===== config.mk =====
export PLATFORM = sky130hd
export DESIGN_NAME = ordered_list_insert_delete
export DESIGN_NICKNAME = d
export VERILOG_FILES = /design/src/rtl/oli_pkg.sv /design/src/rtl/ordered_list_insert_delete.sv
export SDC_FILE = /design/constraint.sdc
export NUM_CORES = 1
export LEC_CHECK = 0
export ABC_AREA = 0
export BUFFER_PORTS_ARGS = -buffer_cell sky130_fd_sc_hd__buf_2
export CELL_PAD_IN_SITES_DETAIL_PLACEMENT = 0
export CELL_PAD_IN_SITES_GLOBAL_PLACEMENT = 1
export CORE_ASPECT_RATIO = 1.4
export CORE_UTILIZATION = 40
export CTS_CLUSTER_DIAMETER = 120
export DETAILED_ROUTE_END_ITERATION = 10
export GPL_TIMING_DRIVEN = 1
export PLACE_DENSITY = 0.62
export SETUP_SLACK_MARGIN = 0.02
export SLEW_MARGIN = 20
export SYNTH_ARGS = -nofsm -noshare
export SYNTH_HDL_FRONTEND = slang
export SYNTH_SLANG_ARGS = --single-unit

===== constraint.sdc =====
create_clock -name clk -period 5.1 [get_ports clk]
set_input_delay 1.02 -clock clk [delete_from_list [all_inputs] [get_ports clk]]
set_output_delay 1.02 -clock clk [all_outputs]
set_load 0.005 [all_outputs]

===== src/rtl/oli_pkg.sv =====
// Shared types, sizes and the ring address helper for the ordered list block.
`default_nettype none
package oli_pkg;

	localparam int DEPTH = 16;
	localparam int AW    = $clog2(DEPTH);
	localparam int CW    = $clog2(DEPTH + 1);
	localparam int DW    = 32;

	localparam logic [CW-1:0] CNT_FULL = CW'(DEPTH);

	typedef enum logic [1:0] {
		CMD_INS_FRONT = 2'd0,
		CMD_INS_END   = 2'd1,
		CMD_DELETE    = 2'd2,
		CMD_READ_OUT  = 2'd3
	} cmd_t;

	typedef enum logic [1:0] {
		ST_OK       = 2'd0,
		ST_FULL     = 2'd1,
		ST_EMPTY    = 2'd2,
		ST_NOTFOUND = 2'd3
	} status_t;

	typedef enum logic [2:0] {
		S_IDLE,
		S_SEARCH,
		S_SHIFT,
		S_READ,
		S_FIN
	} state_t;

	// Map a list offset to a ring position, wrapping at DEPTH.
	function automatic logic [AW-1:0] ring_pos(input logic [AW-1:0] head,
		input logic [AW-1:0] off);
		logic [AW:0] sum;
		sum = {1'b0, head} + {1'b0, off};
		if (sum >= (AW+1)'(DEPTH)) begin
			sum = sum - (AW+1)'(DEPTH);
		end
		return sum[AW-1:0];
	endfunction

endpackage
`default_nettype wire


===== src/rtl/ordered_list_insert_delete.sv =====
// Top level: bounded ordered list kept as a ring in one synchronous memory.
//
// Usage:
//   Input channel (cmd, value, in_valid/in_ready) takes one command per transfer:
//   insert at front, insert at end, delete first match, or read out.
//   Output channel (status, item, last, occupancy, out_valid/out_ready) returns
//   one result per insert or delete, and one result per held entry for a read
//   out (a single empty result if the list holds nothing); last marks the final
//   result of a command.
//   Commands are taken one at a time: in_ready is high only while the sequencer
//   is idle, which it may be while a result still sits in the output register.
//   Sequence per command:
//     insert:   the entry is written on transfer, then the result is loaded.
//     delete:   a search reads entries in order until a match; a shift then
//               moves each later entry down one place to close the gap.
//     read out: one entry per cycle from the memory read port, holding while
//               the receiver stalls; the one registered read port sets the pace.
//   Reset returns the sequencer to idle and clears head, count and out_valid;
//   memory contents are not cleared and only live entries are ever used.
//   When the receiver stalls, the output register holds its result and the
//   sequencer waits before its next load, keeping pending read data in place.
`default_nettype none
module ordered_list_insert_delete (
	input  wire logic                              clk,
	input  wire logic                              arst_n,
	input  wire logic [1:0]                        cmd,
	input  wire logic signed [oli_pkg::DW-1:0]     value,
	input  wire logic                              in_valid,
	output logic                                   in_ready,
	output logic [1:0]                             status,
	output logic signed [oli_pkg::DW-1:0]          item,
	output logic                                   last,
	output logic [oli_pkg::CW-1:0]                 occupancy,
	output logic                                   out_valid,
	input  wire logic                              out_ready
);

	localparam int AW = oli_pkg::AW;
	localparam int CW = oli_pkg::CW;
	localparam int DW = oli_pkg::DW;

	oli_pkg::state_t state_q, state_d;

	logic [DW-1:0] entries_q [oli_pkg::DEPTH];
	logic [DW-1:0] rdata_q;

	logic [AW-1:0]  head_q, head_d;
	logic [CW-1:0]  count_q, count_d;
	logic [AW-1:0]  idx_q, idx_d;
	logic [DW-1:0]  val_q;
	oli_pkg::status_t fin_q, fin_d;

	logic            out_valid_q;
	logic [1:0]      status_q;
	logic [DW-1:0]   item_q;
	logic            last_q;
	logic [CW-1:0]   occ_q;

	logic            accept;
	logic            emit_ok;
	logic            full;
	logic            empty;
	logic [CW-1:0]   idx_ext;
	logic            at_end;
	logic            shift_end;
	logic            hit;

	logic            wr_en;
	logic [AW-1:0]   wr_addr;
	logic [DW-1:0]   wr_data;
	logic            rd_en;
	logic [AW-1:0]   rd_addr;

	logic            load_out;
	logic [1:0]      load_status;
	logic [DW-1:0]   load_item;
	logic            load_last;

	// Decode conditions shared by the state machine
	assign accept    = in_valid & in_ready;
	assign emit_ok   = !out_valid_q || out_ready;
	assign full      = (count_q == oli_pkg::CNT_FULL);
	assign empty     = (count_q == '0);
	assign idx_ext   = {{(CW-AW){1'b0}}, idx_q};
	assign at_end    = ((idx_ext + CW'(1)) == count_q);
	assign shift_end = ((idx_ext + CW'(2)) == count_q);
	assign hit       = (rdata_q == val_q);

	// Next state
	always_comb begin
		state_d = state_q;
		case (state_q)
			oli_pkg::S_IDLE: begin
				if (accept) begin
					case (cmd)
						oli_pkg::CMD_DELETE:   state_d = empty ? oli_pkg::S_FIN
						                                       : oli_pkg::S_SEARCH;
						oli_pkg::CMD_READ_OUT: state_d = empty ? oli_pkg::S_FIN
						                                       : oli_pkg::S_READ;
						default:               state_d = oli_pkg::S_FIN;
					endcase
				end
			end
			oli_pkg::S_SEARCH: begin
				if (at_end) begin
					state_d = oli_pkg::S_FIN;
				end else if (hit) begin
					state_d = oli_pkg::S_SHIFT;
				end
			end
			oli_pkg::S_SHIFT: begin
				if (shift_end) begin
					state_d = oli_pkg::S_FIN;
				end
			end
			oli_pkg::S_READ: begin
				if (emit_ok && at_end) begin
					state_d = oli_pkg::S_IDLE;
				end
			end
			oli_pkg::S_FIN: begin
				if (emit_ok) begin
					state_d = oli_pkg::S_IDLE;
				end
			end
			default: state_d = oli_pkg::S_IDLE;
		endcase
	end

	// Datapath control per state
	always_comb begin
		in_ready    = 1'b0;
		wr_en       = 1'b0;
		wr_addr     = '0;
		wr_data     = val_q;
		rd_en       = 1'b0;
		rd_addr     = head_q;
		load_out    = 1'b0;
		load_status = oli_pkg::ST_OK;
		load_item   = '0;
		load_last   = 1'b1;
		head_d      = head_q;
		count_d     = count_q;
		idx_d       = idx_q;
		fin_d       = fin_q;
		case (state_q)
			oli_pkg::S_IDLE: begin
				in_ready = 1'b1;
				if (accept) begin
					idx_d   = '0;
					wr_data = value;
					case (cmd)
						oli_pkg::CMD_INS_FRONT, oli_pkg::CMD_INS_END: begin
							if (full) begin
								fin_d = oli_pkg::ST_FULL;
							end else begin
								fin_d   = oli_pkg::ST_OK;
								wr_en   = 1'b1;
								count_d = count_q + CW'(1);
								if (cmd == oli_pkg::CMD_INS_FRONT) begin
									head_d  = (head_q == '0) ? AW'(oli_pkg::DEPTH - 1)
									                         : head_q - AW'(1);
									wr_addr = head_d;
								end else begin
									wr_addr = oli_pkg::ring_pos(head_q, count_q[AW-1:0]);
								end
							end
						end
						default: begin
							// delete and read out start at the head entry
							fin_d = oli_pkg::ST_EMPTY;
							rd_en = !empty;
						end
					endcase
				end
			end
			oli_pkg::S_SEARCH: begin
				// compare the entry at idx_q, fetch the next one
				rd_en   = 1'b1;
				rd_addr = oli_pkg::ring_pos(head_q, idx_q + AW'(1));
				if (hit) begin
					fin_d = oli_pkg::ST_OK;
					if (at_end) begin
						count_d = count_q - CW'(1);
					end
				end else begin
					fin_d = oli_pkg::ST_NOTFOUND;
					idx_d = idx_q + AW'(1);
				end
			end
			oli_pkg::S_SHIFT: begin
				// move the entry at idx_q+1 down into idx_q
				wr_en   = 1'b1;
				wr_addr = oli_pkg::ring_pos(head_q, idx_q);
				wr_data = rdata_q;
				rd_en   = !shift_end;
				rd_addr = oli_pkg::ring_pos(head_q, idx_q + AW'(2));
				idx_d   = idx_q + AW'(1);
				if (shift_end) begin
					count_d = count_q - CW'(1);
				end
			end
			oli_pkg::S_READ: begin
				if (emit_ok) begin
					load_out    = 1'b1;
					load_item   = rdata_q;
					load_last   = at_end;
					rd_en       = !at_end;
					rd_addr     = oli_pkg::ring_pos(head_q, idx_q + AW'(1));
					idx_d       = idx_q + AW'(1);
				end
			end
			oli_pkg::S_FIN: begin
				if (emit_ok) begin
					load_out    = 1'b1;
					load_status = fin_q;
				end
			end
			default: begin
				in_ready = 1'b0;
			end
		endcase
	end

	// Entry store: one write port, one registered read port
	always_ff @(posedge clk) begin
		if (wr_en) begin
			entries_q[wr_addr] <= wr_data;
		end
	end

	always_ff @(posedge clk) begin
		if (rd_en) begin
			rdata_q <= entries_q[rd_addr];
		end
	end

	// Hold the command value for the search
	always_ff @(posedge clk) begin
		if (accept) begin
			val_q <= value;
		end
	end

	// Advance control state
	always_ff @(posedge clk or negedge arst_n) begin
		if (!arst_n) begin
			state_q <= oli_pkg::S_IDLE;
			head_q  <= '0;
			count_q <= '0;
			idx_q   <= '0;
			fin_q   <= oli_pkg::ST_OK;
		end else begin
			state_q <= state_d;
			head_q  <= head_d;
			count_q <= count_d;
			idx_q   <= idx_d;
			fin_q   <= fin_d;
		end
	end

	// Output register: load a result, drop it once transferred
	always_ff @(posedge clk or negedge arst_n) begin
		if (!arst_n) begin
			out_valid_q <= 1'b0;
		end else if (load_out) begin
			out_valid_q <= 1'b1;
		end else if (out_ready) begin
			out_valid_q <= 1'b0;
		end
	end

	always_ff @(posedge clk) begin
		if (load_out) begin
			status_q <= load_status;
			item_q   <= load_item;
			last_q   <= load_last;
			occ_q    <= count_q;
		end
	end

	assign out_valid = out_valid_q;
	assign status    = status_q;
	assign item      = item_q;
	assign last      = last_q;
	assign occupancy = occ_q;

endmodule
`default_nettype wire


==> results_dict.tcl, run 1 <==
set metrics [dict create \
    worstSkewPairLatency_ns 0.66 \
    status "finished clean" \
    maxCapViolCount 0 \
    nFillCells 6362 \
    post-synth-top-area-fraction_pct 60.2 \
    rr_worst_depth 10 \
    syn_avg_cell_area_um2 13.8 \
    yosysUniqueCellTypes 66 \
    syn_nets 2173 \
    die_h_um 321 \
    hold_viol 0 \
    timing.rr.start "head_q[1]$_DFFE_PN0P_" \
    hpwl_um 43800 \
    gr-total-overflow 0 \
    fmax_mhz 247 \
    timing.final.crit_share_pct 79.4 \
    synthCells 2113 \
    worstSetupEndpointType "flip-flop" \
    seqCellArea_mm2 0.0187 \
    core_mm2 0.0717 \
    placed_cells 3016 \
    crit_required_ns 5.50 \
    fp.dieArea_mm2 0.0739 \
    remaining_drc_errors 0 \
    rsz0062_at_grt "no" \
    grt_pass1_wl_um 118000 \
    synth_area_mm2 0.0291 \
    r2r_slack_ns 1.05 \
    ctsHoldBuffers 0 \
    grt_antenna_before_repair 1 \
    cp.arrival_ns 4.45 \
    root_buffer "clkbuf_16" \
    io_buffer_count 79 \
    worst-setup-path-type "reg2reg" \
    synth-main-ff-cell "edfxtp_1" \
    max-clock-path-buffers 3 \
    clock_skew_ns 0.0323 \
    antenna_cells 0 \
    cts_buffers 59 \
    start_util_pct 40.6 \
    cts_tree "done" \
    grt_pass1_vias 18300 \
    area_growth_pct 12.7 \
    fin_cells 3126 \
    nets 2193 \
    htreeDepth 2 \
    vias 18500 \
    maxSlewViolCount 0 \
    io_pins 80 \
    drtIter0Drc 1712 \
    setup_viol 0 \
    final_antenna_net_count 0 \
    cp_cell_sequence "inv_1, fa_1, or4b_1, o31a_2, buf_12, buf_4, a21boi_0, o32ai_1, mux2i_1, mux2_2" \
    yosys_warnings 0 \
    slew_headroom_pct 39.2 \
    synth_edf_count 584 \
    multi_input_area_mm2 0.00967 \
    max_stage_delay_ns 0.65 \
    viasPerCell 5.92 \
    synthArstFlopShare_pct 2.99 \
    worst-slew-pin-transition_ns 0.912 \
    yosys-top-cells-area "edfxtp_1 (60%), a21boi_0 (6.6%), a32o_1 (4.4%)" \
    rows 116 \
    worstReg2RegEnd "rdata_q[15]$_DFFE_PP_" \
    fin_util_pct 45.8 \
    worstSetupStartpointType "flip-flop" \
    grtUsageTotal_pct 21.5 \
    numClockSinks 635 \
    ys_seq_area_share_pct 64.1 \
    drive_gt1_share_pct 14.7 \
    wire_per_inst_um 25.5 \
    postCtsSetupRepairBufs 0 \
    crit_path_max_fanout 82 \
    routed_wirelength_um 79600 \
    cts.reportedPaths.clkPinSlew_ns 0.07 \
    min_period_ns 4.05 \
    fp.dieW_um 230 \
    hp-class "in2async" \
    dr.pass1.iters 5 \
    ys_seq_elements 635 \
    cp_slowest_cell "dfrtp_1" \
    yosysTopAreaCell "edfxtp_1" \
    cts.repair.resized 0 \
    grt_max_degree 168 \
    tns_ns 0 \
    place.gp.congestion 0.855 \
]
-- critical path, delay by kind of cell (launching register included) --
family,cells,cell delay (ns)
AND/OR/NAND/NOR,1,0.12
AO/OA/AOI/OAI,3,0.99
adder cells (fa/ha/maj),1,0.62
multiplexers,2,0.41
flip-flops,1,0.65
buffers and inverters,3,0.93
-- routing by layer --
| layer | up-vias | global-route usage (%) | routed length [um] | part of all wire (%) |
|---|---|---|---|---|
| met2 | 513 | 38.2 | 40400 | 51 |
| met1 | 9453 | 27.5 | 33700 | 42 |
| met5 | - | 0 | 0 | 0 |
| met3 | 106 | 2.26 | 3550 | 4.5 |
| li1 | 8441 | - | - | - |
| met4 | 0 | 6.27 | 1960 | 2.5 |
-- registers in the layout, indices dropped and copies added (netlist names) --
register / cells
count_q: 5
entries_q: 512
fin_q: 2
head_q: 4
idx_q: 4
item: 32
last: 1
occupancy: 5
out_valid: 1
rdata_q: 32
state_q: 3
status: 2
val_q: 32
-- cells in the final DEF, fill, tap and decap left out, types with 7 or more instances in the layout --
cell type,netlist,layout
and3_1,128,128
a22oi_1,33,33
nor2_4,0,16
bufinv_16,0,8
nor2b_1,37,37
edfxtp_1,584,584
o21ai_0,47,42
mux2i_1,66,65
dfrtp_1,19,18
nand2_1,115,113
buf_12,0,21
and2_1,34,34
clkinv_2,0,12
xnor2_1,15,15
mux2_2,32,32
ha_1,17,17
a31oi_1,34,34
xor2_1,42,42
a21boi_0,257,257
nand2b_1,7,7
nor4_1,9,9
inv_1,12,12
buf_4,0,66
clkbuf_16,0,60
a32o_1,128,128
nor2_1,31,14
clkinv_1,0,16
clkbuf_1,158,10
o32ai_1,130,130
dfxtp_1,32,32
a21oi_1,14,13
buf_2,27,79
-- cells in the mapped netlist (all sizes together) (3+ instances only) --
cell / number
buf: 48
nor3: 5
nor4: 10
mux2: 35
a22oi: 33
o21bai: 4
nand4: 4
and2: 34
nor2: 32
or2: 8
xor2: 42
dfxtp: 32
nand2: 115
a32o: 128
ha: 17
a21o: 6
a21oi: 14
edfxtp: 584
inv: 12
mux2i: 66
clkbuf: 159
nor3b: 4
and3: 128
a31oi: 34
xnor2: 15
or3: 3
a211oi: 3
dfrtp: 19
nand2b: 7
nor2b: 37
nand3: 3
a21boi: 257
o32ai: 130
o31ai: 6
o21ai: 48
fa: 5
-- worst max path at each step --
stage | startpoint | endpoint | slack (ns) | cells past startpoint
2_1_floorplan | cmd[1] | entries_q[5][0]$_DFFE_PP_ | 1.02 | 5
3_3_place_gp | idx_q[1]$_DFFE_PN0P_ | rdata_q[5]$_DFFE_PP_ | 1.18 | 9
3_5_place_dp | head_q[1]$_DFFE_PN0P_ | rdata_q[13]$_DFFE_PP_ | 1.12 | 10
4_1_cts | head_q[1]$_DFFE_PN0P_ | rdata_q[13]$_DFFE_PP_ | 1.09 | 10
5_1_grt | head_q[1]$_DFFE_PN0P_ | rdata_q[15]$_DFFE_PP_ | 0.82 | 10
6_report | head_q[1]$_DFFE_PN0P_ | rdata_q[15]$_DFFE_PP_ | 1.05 | 10
-- cell type report --
cell class | instances | share of cell area, %
flip-flops and latches | 635 | 56.9
multi-input cells | 1259 | 29.5
clock buffers | 70 | 4.69
repair buffers | 166 | 4.00
well taps | 944 | 3.60
clock inverters | 40 | 1.26
inverters | 12 | 0.137
-- per-stage QoR --
| step | cell area [um^2] | hold slack (ns) | worst slack, ns |
|---|---|---|---|
| 2_1_floorplan | 29100 | 0.423 | 1.02 |
| 3_3_place_gp | 30900 | 0.463 | 1.18 |
| 3_5_place_dp | 30900 | 0.475 | 1.12 |
| 4_1_cts | 32800 | 0.315 | 1.09 |
| 5_1_grt | 32800 | 0.358 | 0.818 |
| 6_report | 32800 | 0.340 | 1.05 |
-- cell families after synthesis --
group | after synthesis | synth area share, %
adder cells (fa/ha/maj) | 22 | 1.07
buffers and inverters | 219 | 3.38
XOR/XNOR | 58 | 1.80
AO/OA/AOI/OAI | 680 | 18.7
flip-flops | 635 | 64.1
multiplexers | 101 | 3.62
AND/OR/NAND/NOR | 398 | 7.37
Power of run 1 is not shown: default switching activity piles up to over one toggle a cycle in this logic, so the estimate is an artifact.
==> inputs of run 2 (changes only) <==
- PLACE_DENSITY: 0.62 -> 0.65
- clock period: 5.1 -> 3.4 ns (I/O delays scaled with it)
==> results_dict.tcl, run 2 (synthesis results as in run 1) <==
set metrics [dict create \
    status "finished clean" \
    crit_path_max_fanout 42 \
    io_pins 80 \
    grt.busiest_layer "met2" \
    routed_wirelength_um 80800 \
    grt_pass1_wl_um 119000 \
    final_cell_mix "edfxtp_1 (584), a21boi_0 (257), and3_1 (128), a32o_1 (128), nand2_1 (113)" \
    gr-total-overflow 0 \
    cts_tree "done" \
    fmax_mhz 300 \
    cp_num_buf_inv 3 \
    cp_cell_sequence "ha_2, inv_2, fa_1, or4b_1, o31a_4, buf_12, buf_12, and3_1, o32ai_1, mux2i_1, mux2_2" \
    grt_pass1_vias 18400 \
    core_mm2 0.0717 \
    grt_util_met3_pct 2.43 \
    crit_family "adder cells" \
    io_buffer_count 79 \
    worstSetupStartpointType "flip-flop" \
    setup_viol 0 \
    die_h_um 321 \
    maxSlewViolCount 0 \
    largest_reg_flops 512 \
    timing.final.crit_share_pct 98.0 \
    fp.dieArea_mm2 0.0739 \
    cp_slowest_cell "or4b_1" \
    cts.reportedPaths.clkPinSlew_ns 0.06 \
    rows 116 \
    htreeDepth 2 \
    worstSetupEndpointType "flip-flop" \
    drive_gt1_share_pct 18.5 \
    final_common_cell "edfxtp_1" \
    r2r_slack_ns 0.07 \
    antenna_cells 0 \
    viasPerCell 5.94 \
    regMostFlops "entries_q" \
    vias 19000 \
    min_period_ns 3.33 \
    holdWs_ns 0.246 \
    nets 2265 \
    fp.dieW_um 230 \
    nFillCells 6264 \
    clock_skew_ns 0.0219 \
    worstSkewPairLatency_ns 0.64 \
    place.gp.congestion 0.877 \
    hold_viol 0 \
    root_buffer "clkbuf_16" \
    hold_end "val_q[18]$_DFF_P_" \
    rsz0062_at_grt "yes" \
    numClockSinks 635 \
    remaining_drc_errors 0 \
    max_stage_delay_ns 0.49 \
    hpwl_um 46800 \
    cp_common_cell "buf_12" \
    cts_buffers 60 \
    area_growth_pct 16.2 \
    worst-setup-path-type "reg2reg" \
    slew_headroom_pct 35.5 \
    min_path_cells 3 \
    final_antenna_net_count 0 \
    worst-slew-pin-transition_ns 0.966 \
    wire_per_inst_um 25.3 \
    hp-start "value[18]" \
    hp-class "in2reg" \
    start_util_pct 40.6 \
    grt_antenna_before_repair 1 \
    met1_usage_pct 28.1 \
    grt_max_degree 120 \
    rr_worst_depth 11 \
    max-clock-path-buffers 3 \
    worstReg2RegEnd "rdata_q[29]$_DFFE_PP_" \
    grtUsageTotal_pct 21.5 \
    crit_required_ns 3.78 \
    drtIter0Drc 1682 \
    maxCapViolCount 0 \
    timing.rr.start "idx_q[0]$_DFFE_PN0P_" \
    gr-usage-met2_pct 37.6 \
    cp.arrival_ns 3.71 \
    dr.pass1.iters 5 \
]
-- run 2: area by class of cell --
cell class / count / area [um^2] / share of cell area, %
clock inverter: 37 / 342 / 1.01
multi-input combinational: 1259 / 9850 / 29.1
timing repair buffer: 237 / 2210 / 6.53
tap: 944 / 1180 / 3.49
sequential: 635 / 18700 / 55.2
inverter: 12 / 45.0 / 0.133
clock buffer: 70 / 1540 / 4.55
-- run 2: stage by stage --
stage / utilization, % / TNS [ns] / cells / setup slack (ns) / area, um^2
2_1_floorplan: - / -54.12 / 2113 / -0.423 / 29200
3_3_place_gp: 44.2 / 0 / 3081 / 0.0550 / 31700
3_5_place_dp: 44.2 / 0 / 3081 / 0.00401 / 31700
4_1_cts: 46.8 / 0 / 3189 / 0.0214 / 33600
5_1_grt: 47.2 / -0.109 / 3194 / -0.0308 / 33800
6_report: 47.2 / 0 / 3194 / 0.0668 / 33800
-- run 2: what timing repair did --
action | in CTS | in global routing
endpoints found under the setup margin | 1 | 127
setup buffers | 0 | 4
hold endpoints to repair | 19 | 0
hold buffers | 1 | 0
resized for setup | 1 | 31
pin swaps | 0 | 4
gates cloned | 0 | 1
-- run 2: worst min-delay path, stage by stage --
cell,delay (ns)
buf_2,0.09
nand2_1,0.04
nand2_1,0.04
-- run 2: worst max-delay path by stage --
stage                                            to  depth (start not counted)  slack, ns                   start
after CTS                     rdata_q[29]$_DFFE_PP_                         11       0.02    idx_q[0]$_DFFE_PN0P_
after global placement        rdata_q[29]$_DFFE_PP_                         11       0.06    idx_q[0]$_DFFE_PN0P_
after detailed placement      rdata_q[23]$_DFFE_PP_                         11      0.004    idx_q[0]$_DFFE_PN0P_
after floorplan           entries_q[0][0]$_DFFE_PP_                          8      -0.42  count_q[0]$_DFFE_PN0P_
final                         rdata_q[29]$_DFFE_PP_                         11       0.07    idx_q[0]$_DFFE_PN0P_
after global routing          rdata_q[29]$_DFFE_PP_                         11      -0.03    idx_q[0]$_DFFE_PN0P_
-- run 2: metal layers --
layer | vias to the layer above | part of all wire [%]
met4 | 0 | 2.6
met3 | 119 | 5.3
met2 | 591 | 50
met5 | - | 0
met1 | 9672 | 42
li1 | 8605 | -
Power of run 2 is left out for the same reason.
==> inputs of run 3 (changes only) <==
- CTS_CLUSTER_SIZE: default -> 16
- PLACE_DENSITY: 0.65 -> default
- PLACE_DENSITY_LB_ADDON: default -> 0.1
==> results_dict.tcl, run 3 (synthesis results as in run 1) <==
set metrics [dict create \
    status "finished clean" \
    rsz0062_at_grt "yes" \
    htreeDepth 2 \
    max_stage_delay_ns 0.50 \
    maxSlewViolCount 0 \
    hp-class "in2async" \
    cp_cell_sequence "ha_2, inv_2, fa_1, or4b_4, o31a_4, buf_12, buf_12, and3_1, o32ai_1, mux2i_1, mux2_2" \
    regMostFlops "entries_q" \
    worstSetupStartpointType "flip-flop" \
    grtUsageTotal_pct 22.6 \
    worst-slew-pin-transition_ns 0.752 \
    slew_headroom_pct 49.8 \
    root_buffer "clkbuf_16" \
    vias 18900 \
    gr-usage-met2_pct 38.8 \
    worst-setup-path-type "reg2reg" \
    seqCellArea_mm2 0.0187 \
    fmax_mhz 298 \
    met1_usage_pct 29.8 \
    grt_pass1_wl_um 123000 \
    clock_skew_ns 0.0205 \
    io_pins 80 \
    grt_pass1_vias 18600 \
    cts_buffers 45 \
    area_growth_pct 15.2 \
    timing.rr.start "idx_q[0]$_DFFE_PN0P_" \
    worstReg2RegEnd "rdata_q[22]$_DFFE_PP_" \
    cp_common_cell "buf_12" \
    start_util_pct 40.6 \
    cts_tree "done" \
    crit_path_max_fanout 39 \
    multi_input_area_mm2 0.0100 \
    gr-total-overflow 0 \
    cts.reportedPaths.clkPinSlew_ns 0.09 \
    drtIter0Drc 1656 \
    worstSkewPairLatency_ns 0.61 \
    numClockSinks 635 \
    min_period_ns 3.35 \
    setup_viol 0 \
    fp.dieArea_mm2 0.0739 \
    core_mm2 0.0717 \
    final_common_cell "edfxtp_1" \
    hold_viol 0 \
    crit_required_ns 3.76 \
    fp.dieW_um 230 \
    hpwl_um 49100 \
    grt_max_degree 87 \
    grt_antenna_before_repair 1 \
    rr_worst_depth 11 \
    grt_util_met3_pct 2.35 \
    cp.arrival_ns 3.71 \
    die_h_um 321 \
    tns_ns 0 \
    dr.pass1.iters 5 \
    grt.busiest_layer "met2" \
    final_antenna_net_count 0 \
    max-clock-path-buffers 3 \
    maxCapViolCount 0 \
    largest_reg_flops 512 \
    nets 2254 \
    placed_area_mm2 0.0317 \
    worstSetupEndpointType "flip-flop" \
    wire_per_inst_um 26.9 \
    final_cell_mix "edfxtp_1 (584), a21boi_0 (255), a32o_1 (128)" \
    drive_gt1_share_pct 18.5 \
    cp_slowest_cell "fa_1" \
    viasPerCell 5.98 \
    r2r_slack_ns 0.05 \
    final_cell_area_mm2 0.0335 \
    place.gp.congestion 0.817 \
    nFillCells 6285 \
    routed_wirelength_um 84900 \
    rows 116 \
    io_buffer_count 79 \
    timing.final.crit_share_pct 98.5 \
    remaining_drc_errors 0 \
]
-- run 3: cell count changes in the layout (fill, tap and decap cells not counted), moves of 5 or more --
cell | previous run | this run
o32ai_2 | 22 | 43
clkbuf_1 | 10 | 16
o32ai_1 | 108 | 86
bufinv_16 | 5 | 0
clkinvlp_4 | 7 | 1
clkinv_1 | 10 | 0
clkbuf_16 | 61 | 50
clkinv_2 | 10 | 0
-- run 3: area by class of cell --
type                       instances  share of cell area, %
inverter                          12                  0.134
tap                              944                   3.52
timing repair buffer             241                   7.05
multi-input combinational       1259                   29.9
clock inverter                     2                 0.0709
clock buffer                      62                   3.61
sequential                       635                   55.6
antenna                            2                 0.0149
-- run 3: worst max path at each step --
stage	endpoint	start	slack, ns	cells past startpoint
after floorplan	entries_q[0][0]$_DFFE_PP_	count_q[0]$_DFFE_PN0P_	-0.42	8
after global placement	rdata_q[31]$_DFFE_PP_	head_q[0]$_DFFE_PN0P_	-0.02	11
after global routing	rdata_q[11]$_DFFE_PP_	head_q[0]$_DFFE_PN0P_	-0.04	11
after detailed placement	rdata_q[8]$_DFFE_PP_	head_q[0]$_DFFE_PN0P_	-0.03	11
final	rdata_q[22]$_DFFE_PP_	idx_q[0]$_DFFE_PN0P_	0.05	11
after CTS	rdata_q[4]$_DFFE_PP_	head_q[0]$_DFFE_PN0P_	0.02	11
-- run 3: through the flow --
step | utilization, % | cells | hold slack, ns | setup slack (ns)
final | 46.8 | 3157 | 0.0308 | 0.0498
after global routing | 46.7 | 3155 | 0.0396 | -0.0369
after CTS | 46.0 | 3144 | 0.00825 | 0.0239
after detailed placement | 44.2 | 3080 | 0.476 | -0.0341
after global placement | 44.2 | 3080 | 0.465 | -0.0189
after floorplan | - | 2113 | 0.384 | -0.423
-- run 3: metal layers --
layer	vias to the layer above	share of wire, %
met1	9734	43
met2	489	49
li1	8543	-
met4	0	2.9
met5	-	0
met3	125	4.2
-- run 3: critical path, delay by kind of cell (launching register included) --
family	cells	cell delay (ns)
adder cells (fa/ha/maj)	2	0.70
AND/OR/NAND/NOR	2	0.69
multiplexers	2	0.47
AO/OA/AOI/OAI	2	0.42
buffers and inverters	3	0.40
flip-flops	1	0.39
-- run 3: repair_timing --
item	CTS	global route
pin swaps	0	4
endpoints found under the setup margin	5	32
hold buffers	0	0
buffers inserted	0	7
gates cloned	0	4
gates resized for setup	6	57
Power of run 3 is left out for the same reason.
